==> src/design/insr_pkg.sv <==
// Shared constants and types for the Newton square root block.
package insr_pkg;

	localparam int RADICAND_BITS = 32;
	localparam int DIV_CNT_BITS = $clog2(RADICAND_BITS);
	localparam int ROUND_BITS = 8;
	localparam logic [ROUND_BITS-1:0] ROUND_COUNT_RESET = ROUND_BITS'(100);
	localparam logic [RADICAND_BITS-1:0] START_ESTIMATE = RADICAND_BITS'(1);

	typedef logic [RADICAND_BITS-1:0] word_t;

	typedef struct packed {
		logic  start;
		word_t dividend;
		word_t divisor;
	} div_req_t;

	typedef enum logic [1:0] {
		ST_IDLE,
		ST_CHECK,
		ST_DIVIDE,
		ST_FINISH
	} insr_state_t;

endpackage

==> src/design/insr_div.sv <==
// Restoring divider: one quotient bit per cycle, dividend shifted out as quotient shifts in.
module insr_div
	import insr_pkg::*;
(
	input  logic     clk,
	input  logic     arst_n,
	input  div_req_t req,
	output logic     done,
	output word_t    quotient
);

	logic                    active_q;
	logic                    done_q;
	logic [DIV_CNT_BITS-1:0] cnt_q;
	word_t                   rem_q;
	word_t                   quo_q;
	word_t                   dsr_q;

	logic [RADICAND_BITS:0] trial;
	logic [RADICAND_BITS:0] diff;
	logic                   qbit;

	assign trial = {rem_q, quo_q[RADICAND_BITS-1]};
	assign diff  = trial - {1'b0, dsr_q};
	assign qbit  = ~diff[RADICAND_BITS];

	always_ff @(posedge clk or negedge arst_n) begin
		if (!arst_n) begin
			active_q <= 1'b0;
			done_q   <= 1'b0;
			cnt_q    <= '0;
		end else begin
			done_q <= 1'b0;
			if (req.start && !active_q) begin
				active_q <= 1'b1;
				cnt_q    <= DIV_CNT_BITS'(RADICAND_BITS - 1);
			end else if (active_q) begin
				cnt_q <= cnt_q - 1'b1;
				if (cnt_q == '0) begin
					active_q <= 1'b0;
					done_q   <= 1'b1;
				end
			end
		end
	end

	always_ff @(posedge clk) begin
		if (req.start && !active_q) begin
			rem_q <= '0;
			quo_q <= req.dividend;
			dsr_q <= req.divisor;
		end else if (active_q) begin
			// remainder stays below the divisor, so it fits the word
			rem_q <= qbit ? diff[RADICAND_BITS-1:0] : trial[RADICAND_BITS-1:0];
			quo_q <= {quo_q[RADICAND_BITS-2:0], qbit};
		end
	end

	assign done     = done_q;
	assign quotient = quo_q;

	a_start_runs: assert property (@(posedge clk) disable iff (!arst_n)
		req.start && !active_q |=> active_q && !done_q)
		else $error("divider did not start");
	a_done_idle: assert property (@(posedge clk) disable iff (!arst_n)
		done_q |-> !active_q)
		else $error("divider done while still active");
	a_done_after_last: assert property (@(posedge clk) disable iff (!arst_n)
		active_q && cnt_q == '0 |=> done_q)
		else $error("divider missed its done pulse");

endmodule

==> src/design/integer_newton_square_root.sv <==
// Integer square root by the Newton recurrence, one round per serial division.
// Each round: the check state loads the divider, the restoring divider produces
// RADICAND_BITS quotient bits, and its done pulse updates the estimate.
// done follows the request after at most round_count rounds; the next request is taken in the
// cycle after done; a zero radicand stops after one round.
// The result is shown for one cycle with done; the receiver cannot stall it.
// Asynchronous active-low reset returns to idle with round_count = 100.
module integer_newton_square_root
	import insr_pkg::*;
(
	input  logic                  clk,
	input  logic                  arst_n,
	input  logic                  start,
	output logic                  busy,
	input  logic [RADICAND_BITS-1:0] radicand,
	output logic                  done,
	output logic [RADICAND_BITS-1:0] root,
	input  logic                  cfg_valid,
	output logic                  cfg_ready,
	input  logic [ROUND_BITS-1:0] cfg_data
);

	insr_state_t           state_q, state_d;
	logic [ROUND_BITS-1:0] round_count_q;
	logic [ROUND_BITS-1:0] rounds_left_q;
	word_t                 n_q;
	word_t                 x_q;

	div_req_t div_req;
	logic     div_done;
	word_t    div_quo;

	logic                   finished;
	logic [RADICAND_BITS:0] sum;

	assign finished = (rounds_left_q == '0) || (x_q == '0);
	// one extra bit keeps the carry of the estimate plus quotient
	assign sum = {1'b0, x_q} + {1'b0, div_quo};

	insr_div u_div (
		.clk      (clk),
		.arst_n   (arst_n),
		.req      (div_req),
		.done     (div_done),
		.quotient (div_quo)
	);

	always_comb begin
		state_d = state_q;
		unique case (state_q)
			ST_IDLE:   if (start) state_d = ST_CHECK;
			ST_CHECK:  state_d = finished ? ST_FINISH : ST_DIVIDE;
			ST_DIVIDE: if (div_done) state_d = ST_CHECK;
			ST_FINISH: state_d = ST_IDLE;
			default:   state_d = ST_IDLE;
		endcase
	end

	always_comb begin
		busy             = 1'b1;
		done             = 1'b0;
		cfg_ready        = 1'b0;
		div_req.start    = 1'b0;
		div_req.dividend = n_q;
		div_req.divisor  = x_q;
		unique case (state_q)
			ST_IDLE: begin
				busy      = 1'b0;
				cfg_ready = 1'b1;
			end
			ST_CHECK:  div_req.start = ~finished;
			ST_DIVIDE: ;
			ST_FINISH: done = 1'b1;
			default:   ;
		endcase
	end

	always_ff @(posedge clk or negedge arst_n) begin
		if (!arst_n) begin
			state_q       <= ST_IDLE;
			round_count_q <= ROUND_COUNT_RESET;
			rounds_left_q <= '0;
		end else begin
			state_q <= state_d;
			if (cfg_valid && cfg_ready) round_count_q <= cfg_data;
			if (state_q == ST_IDLE && start) rounds_left_q <= round_count_q;
			else if (state_q == ST_DIVIDE && div_done) rounds_left_q <= rounds_left_q - 1'b1;
		end
	end

	always_ff @(posedge clk) begin
		if (state_q == ST_IDLE && start) begin
			n_q <= radicand;
			x_q <= START_ESTIMATE;
		end else if (state_q == ST_DIVIDE && div_done) begin
			x_q <= sum[RADICAND_BITS:1];
		end
	end

	assign root = x_q;

	a_accept_busy: assert property (@(posedge clk) disable iff (!arst_n)
		start && !busy |=> busy && !done)
		else $error("request accepted but block not busy");
	a_done_frees: assert property (@(posedge clk) disable iff (!arst_n)
		done |=> !busy && !done)
		else $error("block still busy after result");
	a_round_counts: assert property (@(posedge clk) disable iff (!arst_n)
		state_q == ST_DIVIDE && div_done |=> rounds_left_q == $past(rounds_left_q) - 1'b1)
		else $error("round counter did not step");

endmodule
==> config.mk <==
export PLATFORM = sky130hd
export DESIGN_NAME = integer_newton_square_root
export DESIGN_NICKNAME = d
export VERILOG_FILES = /design/src/design/insr_pkg.sv /design/src/design/insr_div.sv /design/src/design/integer_newton_square_root.sv
export SDC_FILE = /design/constraint.sdc
export NUM_CORES = 1
export LEC_CHECK = 0
export ABC_AREA = 0
export BUFFER_PORTS_ARGS = -buffer_cell sky130_fd_sc_hd__clkbuf_2
export CAP_MARGIN = 0
export CORE_MARGIN = 1.5
export CORE_UTILIZATION = 61
export DETAILED_ROUTE_END_ITERATION = 8
export GPL_ROUTABILITY_DRIVEN = 1
export MAX_ROUTING_LAYER = met4
export PLACE_DENSITY = 0.81
export SYNTH_ARGS = -nofsm -noshare
export SYNTH_HDL_FRONTEND = slang
export SYNTH_SLANG_ARGS = --single-unit
==> constraint.sdc <==
create_clock -name clk -period 4.1 [get_ports clk]
set_clock_uncertainty 0.2 [all_clocks]
set_input_delay 0.82 -clock clk [delete_from_list [all_inputs] [get_ports clk]]
set_output_delay 0.82 -clock clk [all_outputs]
set_load 0.05 [all_outputs]
==> run summary <==
========================================================================================================
Minimum clock period                                                                             3900 ps
Sw power                                                                                          791 uW
Launch point of the worst reg-to-reg path                                                   u_div.quotient[31]$_DFFE_PP_
Share of power burned in the clock network                                                         44.9%
Count of TritonRoute iterations in the first routing pass                                              5
Distinct cells, synth                                                                                 76
Site Rows                                                                                             47
Final Hold Fails                                                                                       0
Setup violation total in the final timing report                                                       0
Run status                                                                                  finished clean
Area share of the largest cell type after synthesis                                                27.3%
Syn_area_per_cell                                                                               9.63 um2
Crit path arrival time                                                                           4040 ps
Post-CTS clock slew at the launch and capture registers of the worst setup and hold paths          80 ps
Number of buffers on the longest clock path                                                            2
Series of cell instances along the critical path                                            inv_1 -> ha_1 -> fa_1 -> nand2b_1 -> a21o_1 -> a211oi_2 -> o211ai_1 -> a41o_1 -> a31oi_4 -> xor2_2 -> buf_4 -> nand2_1 -> o211ai_1
FF-to-FF path depth                                                                                   13
Detailed router's first-iteration violation count                                                    923
Required time of the critical path                                                               4240 ps
Post-CTS setup-driven buffer insertion count                                                           0
Seq cells post-synth                                                                                 185
Worst-Margin Slew                                                                                 964 ps
Relative contribution of combinational cells to total power                                         0.6%
Final Util                                                                                         68.5%
Initial core utilization                                                                           62.9%
Peak clock frequency supported by timing                                                       0.257 GHz
CTS tree                                                                                             yes
Clock latency on the worst-skew pair                                                              440 ps
Clock sink count                                                                                     185
Core Box Area                                                                                 0.0168 mm2
R2r setup slk                                                                                     200 ps
Yosys warning count                                                                                    0
Cell area after synthesis                                                                     0.0106 mm2
Antenna cell count                                                                                     0
Number of enable flip-flop cells after synthesis                                                      96
Main synth FF type                                                                          sky130_fd_sc_hd__edfxtp_1
Hold WS                                                                                           193 ps
Critical-path maximum fanout                                                                          12
Number of H-tree levels                                                                                4
Cell type with the highest aggregate area in the netlist                                    sky130_fd_sc_hd__edfxtp_1
CTS resizes                                                                                            0
Number of antenna violations at the first check in global routing                                      0
Post-detailed-route via-to-cell ratio                                                               6.03
Pin count of the biggest net entering global routing                                                  57
Total congestion overflow                                                                              0
Antenna viol nets, final                                                                               0
Unrepaired setup endpoints after global routing                                                    false
Ranking of synthesized cells by area                                                        sky130_fd_sc_hd__edfxtp_1 (27%), sky130_fd_sc_hd__dfxtp_1 (12%), sky130_fd_sc_hd__ha_1 (7.9%), sky130_fd_sc_hd__nand2_1 (6.2%), sky130_fd_sc_hd__dfrtp_1 (5.2%)
Cell-internal power                                                                              2.76 mW
Cell with the largest stage delay on the worst path                                         sky130_fd_sc_hd__fa_1
Instance count of the mapped netlist                                                                1095
Worst slack at placement                                                                          289 ps
Final count of pins violating max slew                                                                 0
Hold crit path type                                                                          in -> async
Boundary pin count                                                                                    79
Relative contribution of sequential cells to total power                                           54.4%
DR DRC count                                                                                           0
Fraction of layout cells with a size suffix above 1                                                13.0%
Tot GR Track Use                                                                                   27.1%
Die Area                                                                                      0.0181 mm2
Total detailed-routing wirelength                                                               23100 um
Sw Ratio                                                                                           22.2%
Hold buffers post-CTS                                                                                  0
Cell Area, Placed                                                                             0.0109 mm2
Maximum vdd ir drop                                                                             0.271 mV
Largest stage delay on the critical path                                                          400 ps
Fraction of synthesis flops using an asynchronous set or reset pin                                 13.5%
Share of the cycle needed by the critical path after routing                                       95.1%
P per Cell Area                                                                               309 mW/mm2
Count of maximum capacitance violations                                                                0
Kind of launch point of the worst setup path                                                        flop
Leakage                                                                                          5.19 nW
Number of global-route vias before repair                                                           7855
Endpoint of the worst register-to-register path                                             u_div.rem_q[5]$_SDFFE_PP0P_
Sequential area share after synthesis                                                              45.4%
Setup ws final                                                                                    201 ps
Via count                                                                                           8246
Die Wd                                                                                            135 um
Worst setup path class                                                                        reg -> reg
NumNets Final                                                                                       1247
Area of all placed cells without fillers                                                      0.0115 mm2
Die Ht                                                                                            135 um
WL per Instance                                                                                  16.9 um
Area delta synth->final                                                                            8.87%
Placer Congestion                                                                                  0.932
Tightest slew margin relative to the limit                                                         35.4%
Number of buffers inserted by port buffering                                                          78
Most used cell along the critical path                                                      sky130_fd_sc_hd__o211ai_1
Aggregate negative setup slack                                                                      0 ps
CTS root buf                                                                                sky130_fd_sc_hd__clkbuf_16
Synth Net Count                                                                                     1208
Clock buffer count from CTS                                                                           17
Post-DP HPWL                                                                                    16600 um
Global-route wire length before repair                                                          37700 um
Critical Path Sink Type                                                                             flop
========================================================================================================
-- metal layers --
| layer | global-route usage, % | wire [um] | up-vias |
|---|---|---|---|
| met5 | - | 0 | - |
| met4 | 11.4 | 805 | 0 |
| met3 | 4.32 | 1220 | 62 |
| met2 | 43.4 | 10900 | 294 |
| met1 | 34.3 | 10200 | 3875 |
| li1 | - | - | 4015 |
-- worst max-delay path: cells and delay by family (launching register included) --
kind	cells	cell delay, ps
and+or+nand+nor	2	560
xor gates and xnor gates	1	180
AOI/OAI and AO/OA	6	1540
adders and majority gates	2	630
buffers and inverters	2	330
DFF	1	370
-- how the worst max path moves through the flow --
| stage | from | endpoint | slack (ps) | depth (start not counted) |
|---|---|---|---|---|
| final | u_div.quotient[31]$_DFFE_PP_ | u_div.rem_q[5]$_SDFFE_PP0P_ | 200 | 13 |
| after global routing | u_div.quotient[31]$_DFFE_PP_ | u_div.rem_q[5]$_SDFFE_PP0P_ | 40 | 13 |
| after CTS | u_div.quotient[31]$_DFFE_PP_ | u_div.rem_q[5]$_SDFFE_PP0P_ | 230 | 13 |
| after detailed placement | u_div.quotient[31]$_DFFE_PP_ | u_div.rem_q[5]$_SDFFE_PP0P_ | 290 | 13 |
| after global placement | u_div.quotient[31]$_DFFE_PP_ | u_div.rem_q[5]$_SDFFE_PP0P_ | 400 | 13 |
| after floorplan | u_div.quotient[31]$_DFFE_PP_ | u_div.rem_q[28]$_SDFFE_PP0P_ | 730 | 13 |
-- stage by stage --
stage / power, mW / instances
detailed placement: 2.00 / 1335
global placement: 2.00 / 1335
finish: 3.55 / 1367
global route: 3.64 / 1367
CTS: 3.58 / 1367
floorplan: 1.98 / 1095
-- logic make-up (layout without fill, tap and decap cells) --
family	count (synthesis)	in the layout	synth area share, %
simple gates	335	335	14.4
compound gates	290	290	18.0
flops	185	185	45.4
buf+inv	130	182	5.98
fa+ha+maj	69	69	8.33
xor+xnor	61	61	5.21
mux	25	25	2.66
-- power by group through the flow --
stage                     registers (mW)  clock network (mW)  logic, mW
after global placement              1.98                   0     0.0228
after CTS                           1.93                1.62     0.0235
after floorplan                     1.98                   0  0.0000815
after detailed placement            1.98                   0     0.0235
final                               1.93                1.60     0.0230
after global routing                1.93                1.68     0.0260
-- flip-flops by register name, indices dropped and copies added, names as in the netlist --
| register | count |
|---|---|
| n_q | 32 |
| root | 32 |
| u_div.dsr_q | 32 |
| u_div.quotient | 32 |
| u_div.rem_q | 32 |
| round_count_q | 8 |
| rounds_left_q | 8 |
| u_div.cnt_q | 5 |
| state_q | 2 |
| u_div.active_q | 1 |
| u_div.done | 1 |
-- final cells by class --
cell class                      instances  area, um2
Fill cell                            1319       5270
Tap cell                              220        275
Multi-Input combinational cell        780       5130
Timing Repair Buffer                   90        480
Sequential cell                       185       4790
Inverter                               60        225
Clock buffer                           18        429
Clock inverter                         14        150
-- synthesized netlist by cell type (all sizes together) (8+ instances only) --
library cell    n
nand2         174
inv            59
nor3           11
nand2b         13
edfxtp         96
a21o           27
nor2           46
xnor2          30
xor2           31
and3           12
dfrtp          22
ha             67
and2           10
nand3          23
a31oi          13
o21ai          84
nor4           12
a22o           20
buf            38
o31ai           8
dfxtp          64
a21oi          71
nand4          12
clkbuf         32
mux2           24
o211ai          9
-- placed cells by master (no fill, tap or decap), types with 20 or more instances in the layout --
cell type                  instances
sky130_fd_sc_hd__nand2_1         174
sky130_fd_sc_hd__edfxtp_1         96
sky130_fd_sc_hd__clkbuf_2         78
sky130_fd_sc_hd__o21ai_0          71
sky130_fd_sc_hd__a21oi_1          71
sky130_fd_sc_hd__ha_1             67
sky130_fd_sc_hd__dfxtp_1          64
sky130_fd_sc_hd__inv_1            59
sky130_fd_sc_hd__nor2_1           44
sky130_fd_sc_hd__xor2_1           30
sky130_fd_sc_hd__xnor2_1          29
sky130_fd_sc_hd__a21o_1           27
sky130_fd_sc_hd__nand3_1          23
sky130_fd_sc_hd__dfrtp_1          22
sky130_fd_sc_hd__a22o_1           20
Power figures use the tool's default switching activity.
